File: src/hw/rtl/tabular_q_learning_update_defines.svh
// Assertion macros for the Q-learning update block.
// Used by tql_ctrl, tql_datapath and tabular_q_learning_update; needs clock and reset in scope.
`ifndef TABULAR_Q_LEARNING_UPDATE_DEFINES_SVH
`define TABULAR_Q_LEARNING_UPDATE_DEFINES_SVH
`ifndef NO_ASSERTIONS
`define TQL_ASSERT(lbl, ante, cons) \
   lbl: assert property (@(posedge clock) disable iff (reset) (ante) |-> (cons)) \
      else $error("tql assertion failed");
`define TQL_ASSERT_NEXT(lbl, ante, cons) \
   lbl: assert property (@(posedge clock) disable iff (reset) (ante) |=> (cons)) \
      else $error("tql assertion failed");
`else
`define TQL_ASSERT(lbl, ante, cons)
`define TQL_ASSERT_NEXT(lbl, ante, cons)
`endif
`endif

File: src/hw/rtl/tql_pkg.sv
// Package for the Q-learning update block: sizes, fixed-point formats, register
// indexes and the transaction and controller command types. No dependencies.
package tql_pkg;

   localparam int NUM_STATES  = 256;
   localparam int NUM_ACTIONS = 8;
   localparam int STATE_W     = $clog2(NUM_STATES);
   localparam int ACT_W       = $clog2(NUM_ACTIONS);
   localparam int ENTRY_W     = STATE_W + ACT_W;
   localparam int NUM_ENTRIES = NUM_STATES * NUM_ACTIONS;
   localparam int CNT_W       = ACT_W + 1;

   localparam int Q_W     = 24;
   localparam int FRAC_W  = 16;
   localparam int ALPHA_W = 16;
   localparam int GAMMA_W = 17;

   localparam logic signed [Q_W-1:0] Q_MAX = {1'b0, {(Q_W-1){1'b1}}};
   localparam logic signed [Q_W-1:0] Q_MIN = {1'b1, {(Q_W-1){1'b0}}};

   localparam logic [ALPHA_W-1:0] ALPHA_RESET = 16'd6554;
   localparam logic [GAMMA_W-1:0] GAMMA_RESET = 17'd58982;
   localparam logic [GAMMA_W-1:0] GAMMA_ONE   = 17'd65536;

   localparam int CSR_IDX_W  = 1;
   localparam int CSR_DATA_W = GAMMA_W;
   localparam logic [CSR_IDX_W-1:0] CSR_LEARNING_RATE = 1'd0;
   localparam logic [CSR_IDX_W-1:0] CSR_DISCOUNT      = 1'd1;

   typedef struct packed {
      logic [7:0]            state_index;
      logic [2:0]            action_taken;
      logic signed [Q_W-1:0] reward;
      logic [7:0]            next_state_index;
      logic [3:0]            next_action_count;
      logic                  terminal;
   } tql_req_type;

   typedef struct packed {
      logic [2:0]            greedy_action;
      logic signed [Q_W-1:0] best_next_q;
      logic signed [Q_W-1:0] updated_q;
   } tql_rsp_type;

   typedef struct packed {
      logic             load;
      logic             clear;
      logic             scan_rd;
      logic [ACT_W-1:0] scan_idx;
      logic             cur_rd;
      logic             gmul;
      logic             target;
      logic             amul;
      logic             update;
   } tql_cmd_type;

   typedef struct packed {
      logic clear_last;
   } tql_status_type;

endpackage

File: src/hw/rtl/tql_ctrl.sv
// Controller state machine of the Q-learning update block.
// Depends on tql_pkg and tabular_q_learning_update_defines.svh.
`include "tabular_q_learning_update_defines.svh"
module tql_ctrl (
   input  logic                    clock,
   input  logic                    reset,
   input  logic                    start,
   input  tql_pkg::tql_req_type    req_data,
   input  tql_pkg::tql_status_type status,
   output tql_pkg::tql_cmd_type    cmd,
   output logic                    busy
);
   import tql_pkg::*;

   typedef enum logic [7:0] {
      ST_IDLE   = 8'b0000_0001,
      ST_CLEAR  = 8'b0000_0010,
      ST_SCAN   = 8'b0000_0100,
      ST_CUR_RD = 8'b0000_1000,
      ST_GMUL   = 8'b0001_0000,
      ST_TARGET = 8'b0010_0000,
      ST_AMUL   = 8'b0100_0000,
      ST_UPDATE = 8'b1000_0000
   } state_type;

   state_type        state_ff, state_in;
   logic [ACT_W-1:0] scan_idx_ff, scan_idx_in;
   logic [CNT_W-1:0] count_ff, count_in;
   logic             scan_last;

   // zero means one action, anything above the table width is clipped
   function automatic logic [CNT_W-1:0] norm_count(input logic [3:0] c);
      logic [CNT_W-1:0] r;
      if (c == 4'd0) begin
         r = CNT_W'(1);
      end else if (int'(c) > NUM_ACTIONS) begin
         r = CNT_W'(NUM_ACTIONS);
      end else begin
         r = CNT_W'(c);
      end
      return r;
   endfunction

   assign scan_last = ({1'b0, scan_idx_ff} == (count_ff - CNT_W'(1)));
   assign busy      = (state_ff != ST_IDLE);

   always_comb begin
      state_in    = state_ff;
      scan_idx_in = scan_idx_ff;
      count_in    = count_ff;
      cmd         = '0;
      cmd.scan_idx = scan_idx_ff;
      unique case (state_ff)
         ST_CLEAR: begin
            cmd.clear = 1'b1;
            if (status.clear_last) begin
               state_in = ST_IDLE;
            end
         end
         ST_IDLE: begin
            if (start) begin
               cmd.load    = 1'b1;
               count_in    = norm_count(req_data.next_action_count);
               scan_idx_in = '0;
               state_in    = req_data.terminal ? ST_CUR_RD : ST_SCAN;
            end
         end
         ST_SCAN: begin
            cmd.scan_rd = 1'b1;
            if (scan_last) begin
               state_in = ST_CUR_RD;
            end else begin
               scan_idx_in = scan_idx_ff + ACT_W'(1);
            end
         end
         ST_CUR_RD: begin
            cmd.cur_rd = 1'b1;
            state_in   = ST_GMUL;
         end
         ST_GMUL: begin
            cmd.gmul = 1'b1;
            state_in = ST_TARGET;
         end
         ST_TARGET: begin
            cmd.target = 1'b1;
            state_in   = ST_AMUL;
         end
         ST_AMUL: begin
            cmd.amul = 1'b1;
            state_in = ST_UPDATE;
         end
         ST_UPDATE: begin
            cmd.update = 1'b1;
            state_in   = ST_IDLE;
         end
         default: begin
            state_in = ST_CLEAR;
         end
      endcase
   end

   always_ff @(posedge clock) begin
      if (reset) begin
         state_ff    <= ST_CLEAR;
         scan_idx_ff <= '0;
         count_ff    <= CNT_W'(1);
      end else begin
         state_ff    <= state_in;
         scan_idx_ff <= scan_idx_in;
         count_ff    <= count_in;
      end
   end

   `TQL_ASSERT_NEXT(a_accept_leaves_idle, start && state_ff == ST_IDLE,
                    state_ff == ST_SCAN || state_ff == ST_CUR_RD)
   `TQL_ASSERT(a_scan_in_range, state_ff == ST_SCAN, {1'b0, scan_idx_ff} < count_ff)
   `TQL_ASSERT_NEXT(a_update_then_idle, state_ff == ST_UPDATE, state_ff == ST_IDLE)

endmodule

File: config.mk
export PLATFORM = sky130hd
export DESIGN_NAME = tql_ctrl
export DESIGN_NICKNAME = d
export VERILOG_FILES = /design/src/hw/rtl/tql_pkg.sv /design/src/hw/rtl/tql_ctrl.sv
export VERILOG_INCLUDE_DIRS = /design/src /design/src/hw/rtl
export SDC_FILE = /design/constraint.sdc
export NUM_CORES = 1
export LEC_CHECK = 0
export ABC_AREA = 0
export BUFFER_PORTS_ARGS = -buffer_cell sky130_fd_sc_hd__buf_2
export CAP_MARGIN = 20
export CORE_MARGIN = 2
export CORE_UTILIZATION = 40
export DETAILED_ROUTE_END_ITERATION = 16
export PLACE_DENSITY = 0.77
export RECOVER_POWER = 50
export SLEW_MARGIN = 20
export SYNTH_ARGS = -nofsm -noshare
export SYNTH_HDL_FRONTEND = slang
export SYNTH_SLANG_ARGS = --single-unit
File: constraint.sdc
create_clock -name clock -period 2.38 [get_ports clock]
set_clock_uncertainty 0.2 [all_clocks]
set_input_delay 0.476 -clock clock [delete_from_list [all_inputs] [get_ports clock]]
set_output_delay 0.476 -clock clock [all_outputs]
set_load 0.05 [all_outputs]
# ---- Word-level counts from Yosys, hierarchy flattened
# Cells that the tools add are included.
dict set report totals {
  regBits 15
  input_bits 52
  output_inout_bits 12
  elab_cells 44
}
dict set report classes {
  n_addsub 2
  n_lt_le_gt_ge 1
  n_eq_ne 14
  mux 19
  reduce_logical 5
}
# cell n
set ops {}
lappend ops {{$pmux W8 S8} 1}
lappend ops {{$mux W8} 3}
lappend ops {{$mux W4} 3}
lappend ops {{$mux W1} 9}
lappend ops {{$eq A8 B1 Y1 const B} 1}
lappend ops {{$eq A8 B2 Y1 const B} 1}
lappend ops {{$eq A8 B3 Y1 const B} 1}
lappend ops {{$eq A8 B4 Y1 const B} 1}
lappend ops {{$eq A8 B5 Y1 const B} 1}
lappend ops {{$eq A8 B6 Y1 const B} 1}
lappend ops {{$eq A8 B7 Y1 const B} 1}
lappend ops {{$eq A8 B8 Y1 const B} 1}
lappend ops {{$ne A2 B2 Y1 const B} 4}
lappend ops {{$ne A8 B1 Y1 const B} 1}
lappend ops {{$mux W3} 2}
lappend ops {{$pmux W3 S2} 1}
lappend ops {{$reduce_and A3 Y1} 2}
lappend ops {{$eq A3 B4 Y1} 1}
lappend ops {{$gt A4 B4 Y1 const B} 1}
lappend ops {{$logic_not A4 Y1} 1}
lappend ops {{$sub A4 B1 Y4 const B} 1}
lappend ops {{$add A3 B1 Y3 const B} 1}
lappend ops {{$reduce_and A2 Y1} 1}
lappend ops {{$reduce_bool A2 Y1} 1}

# ---- Longest topological paths before layout
dict set report logic_depth {
  ltp_word 4
  mapped_depth 8
  ltp_nobuf 7
}

# ---- Least setup slack after synthesis
# No wires, ideal clock.
dict set report synth_path {
  kind {reg-to-reg}
  from {register state_ff[5]}
  to {register state_ff[2]}
  setup_ps 122
  arrival_time_ps 2958
  setup_slack_ps -899
  stages_incl_launch_ff 6
  n_path_buf 0
  synth_period_minus_slack_ps 3279
  cell_sequence {dfxtp_1 > or3_4 > nor4_1 > a21oi_1 > o21ai_0 > nor2_1}
}
dict set report synth_via {
  elab_chain_cells 3
}
# item line
set synth_rtl {}
lappend synth_rtl {{start, declared} tql_ctrl.sv:26} ;# state_type state_ff, state_in;
lappend synth_rtl {{start signal, assigned} tql_ctrl.sv:108} ;# state_ff <= state_in;
lappend synth_rtl {{$eq A8 B3 Y1, or another cell as far along} tql_ctrl.sv:53} ;# unique case (state_ff)
lappend synth_rtl {{$ne A2 B2 Y1 (no source line)} --}
lappend synth_rtl {{$reduce_and A3 Y1 (no source line)} --}
# Several ways; a longest one is shown, not always the timed one.
# A chain may end at the register's enable or synchronous reset.

# ---- Worst setup path in the final report
dict set report layout_path {
  from {register state_ff[3]}
  to {output port busy}
}
dict set report layout_via {
  elab_chain_cells 1
}
# item line
set layout_rtl {}
lappend layout_rtl {{$ne A8 B1 Y1} tql_ctrl.sv:45} ;# assign busy = (state_ff != ST_IDLE);
lappend layout_rtl {{end, declared} tql_ctrl.sv:11} ;# output logic busy
# No other way between the ends.

==> flow_metrics.py <==
metrics = {
    "cells_and_area": {
        "ff_latch_area_um2": 303,
        "n_antenna_cell": 0,
        "finish.net_count": 202,
        "filler_cell_count": 216,
        "final_layout_size_suffix_gt1_frac": 0.367,
        "finalNonFillerCells": 175,
        "syn_to_final_growth_pct": 41.8,
        "multi_input_area_um2": 608,
    },
    "yosys": {
        "syn_inst": 107,
        "synthMostInstantiatedCell": "dfxtp_1",
        "syn-num-nets": 161,
        "netlist-cell-type-count": 42,
        "synth.top_cells.by_count": "15 x dfxtp_1, 10 x nor2_1, 7 x a21oi_1, 7 x inv_1",
        "syn_avg_cell_area_um2": 8.51,
        "async_set_or_reset_flop_fraction_in_the_synthesized_netlist": 0,
        "yosys_most_used_dff": "dfxtp_1",
        "post_synth_instance_area_um2": 911,
        "synth_seq_area_share": 0.330,
        "synth_area_leaders": "dfxtp_1 33%, nor2_1 4.1%, a21oi_1 3.8%",
        "synth-edff-count": 0,
        "post-synth-top-area-fraction": 0.330,
        "ys_warn_count": 0,
        "post-synth-top-area-cell": "dfxtp_1",
        "synth-seq-cells": 15,
    },
    "route": {
        "route.detailed.vias_per_inst": 5.45,
        "drc": 0,
        "dr.pass1.iters": 4,
        "postRouteWirelength_mm": 2.30,
        "vias": 953,
        "drt-initial-drc-count": 20,
        "avgRoutedWirePerCell_um": 13.1,
        "ant_nets": 0,
    },
    "global_routing": {
        "largest_net_degree_at_the_start_of_global_routing": 10,
        "initial_antenna_violation_count": 0,
        "first_global_vias": 905,
        "globalRoute.totalOverflow": 0,
        "grt.total_usage": 0.197,
        "global_route_wire_length_before_repair_mm": 3.98,
    },
    "worst_setup_path": {
        "critPathKind": "reg2out",
        "cp-end-kind": "output port",
        "worst-path-max-fanout": 5,
        "worstSetupStartpointType": "flop",
        "cp.arrival_ns": 1.74,
        "critical_path_required_ns": 1.70,
    },
    "sta": {
        "setup-tns-final_ns": -0.0495,
        "hold_viol_final": 0,
        "setup_viol": 2,
        "finalWorstPathRequiredPeriod_ns": 2.41,
        "max_freq_mhz": 414,
        "fin_worst_hold_slack_ns": 0.232,
        "max-slew-margin-rel": 0.610,
        "rsz0062_at_grt": "true",
        "post-route-period-util": 1.01,
        "timing.final.max_slew_violations": 0,
        "max_slew.worst_pin.slew_ns": 0.587,
        "final.setup.worst_slack_ns": -0.0338,
    },
    "floorplanning": {
        "floorplan.rows": 17,
        "initial_core_util": 0.416,
        "top_level_ports": 64,
        "vertical_extent_of_the_die_um": 51.7,
        "die_w_um": 51.7,
        "core_outline_area_um2": 2190,
        "design.die.area_um2": 2670,
    },
    "power_and_ir_drop": {
        "power.static_leakage_nw": 0.589,
        "vdd_ir_drop_max_mv": 0.335,
        "pwr_density_cell_nw_per_um2": 532,
        "totalPowerFinal_mw": 0.687,
    },
    "status": {
        "status": "finished, violations left",
        "violated_checks": "negative setup slack",
    },
    "place": {
        "place_congestion": 0.781,
        "post-dp-hpwl_mm": 1.68,
        "dp.cells": 162,
        "io_buffers": 20,
    },
    "clock_tree": {
        "clock_tree.htree_level_count": 1,
        "cts.sinks": 15,
        "tritoncts": "done",
        "ctsHoldBuffers": 0,
        "tritoncts.num_buffers": 3,
        "clockBufferDepth": 2,
        "cts.clk_slew.worst_paths_ns": 0.10,
        "cts_root_buffer": "clkbuf_4",
        "clk_latency_ns": 0.29,
    },
    "min_path": {
        "holdCritPathClass": "in2reg",
    },
    "job": {
        "maxcap_violations": 0,
    },
}
## power by group
group / leakage (nW) / switching (mW) / internal [mW] / total (mW)
Combinational: 0.450 / 0.144 / 0.122 / 0.266
Sequential: 0.121 / 0.00791 / 0.263 / 0.271
Clock: 0.0177 / 0.0874 / 0.0625 / 0.150
## repair_timing
| action | 4_1_cts | 5_1_grt |
|---|---|---|
| pin swaps | 4 | 3 |
| resized for setup | 15 | 10 |
| endpoints found under the hold margin | 0 | 0 |
| endpoints found under the setup margin | 7 | 8 |
| buffers inserted | 6 | 3 |
## cell usage in the layout (no fill, tap or decap), types with 3 or more instances in the layout
cell type | synthesis | final
inv_1 | 7 | 6
nor2_1 | 10 | 10
a21oi_1 | 7 | 7
buf_4 | 0 | 18
nand2_1 | 5 | 5
clkbuf_4 | 0 | 4
o21ai_0 | 6 | 7
nor3_1 | 6 | 5
buf_6 | 1 | 5
or3_4 | 2 | 3
nand3_1 | 3 | 3
xor2_1 | 3 | 3
clkbuf_1 | 0 | 3
buf_2 | 1 | 9
dfxtp_1 | 15 | 13
nand4b_1 | 4 | 4
## stage by stage
stage / util / setup slack (ns) / cell area (µm²)
floorplan: - / -0.0915 / 942
global placement: 0.515 / 0.104 / 1130
detailed placement: 0.515 / 0.0755 / 1130
CTS: 0.567 / -0.0317 / 1240
global route: 0.589 / -0.0986 / 1290
finish: 0.589 / -0.0338 / 1290
## worst paths after layout
path	from	depth (start not counted)	slack, ns	end
max	state_ff[3]$_SDFFE_PP0P_	5	-0.03	busy
min	reset	2	0.23	count_ff[2]$_SDFFE_PP0P_
max reg2reg	count_ff[0]$_SDFFE_PP1P_	7	0.19	state_ff[5]$_SDFFE_PP0P_
min reg2reg	count_ff[1]$_SDFFE_PP0P_	2	0.30	count_ff[1]$_SDFFE_PP0P_
## worst max-delay path, cell delays in order, from the launching register on
cell and delay [ns]:
dfxtp_1 0.33, or3_4 0.43, nor4b_4 0.32, buf_4 0.19, inv_4 0.04, buf_8 0.14
## area by class of cell
class                           count  area share
Timing Repair Buffer               38       0.221
Multi-Input combinational cell     82       0.471
Tap cell                           28      0.0271
Clock buffer                        3      0.0174
Clock inverter                      1     0.00388
Inverter                            8      0.0252
Sequential cell                    15       0.234
## per-layer routing
metal  up-vias  track usage  wire length [µm]
met5         -            0                 0
met4         0       0.0526                22
met3         2       0.0316               101
met2        31        0.359              1230
met1       449        0.238               946
li1        471            -                 -
## sequential cells by signal (all words and copies together) (netlist names)
signal       count
count_ff         4
scan_idx_ff      3
state_ff         8
## logic make-up after synthesis
group / after synthesis / synth area share
AND/OR/NAND/NOR: 45 / 0.313
AO/OA/AOI/OAI: 29 / 0.218
flip-flops: 15 / 0.330
buffers and inverters: 10 / 0.0508
XOR/XNOR: 4 / 0.0385
multiplexers: 2 / 0.0220
adder cells (fa/ha/maj): 2 / 0.0275
No activity file was read; power rests on OpenSTA's default activity.
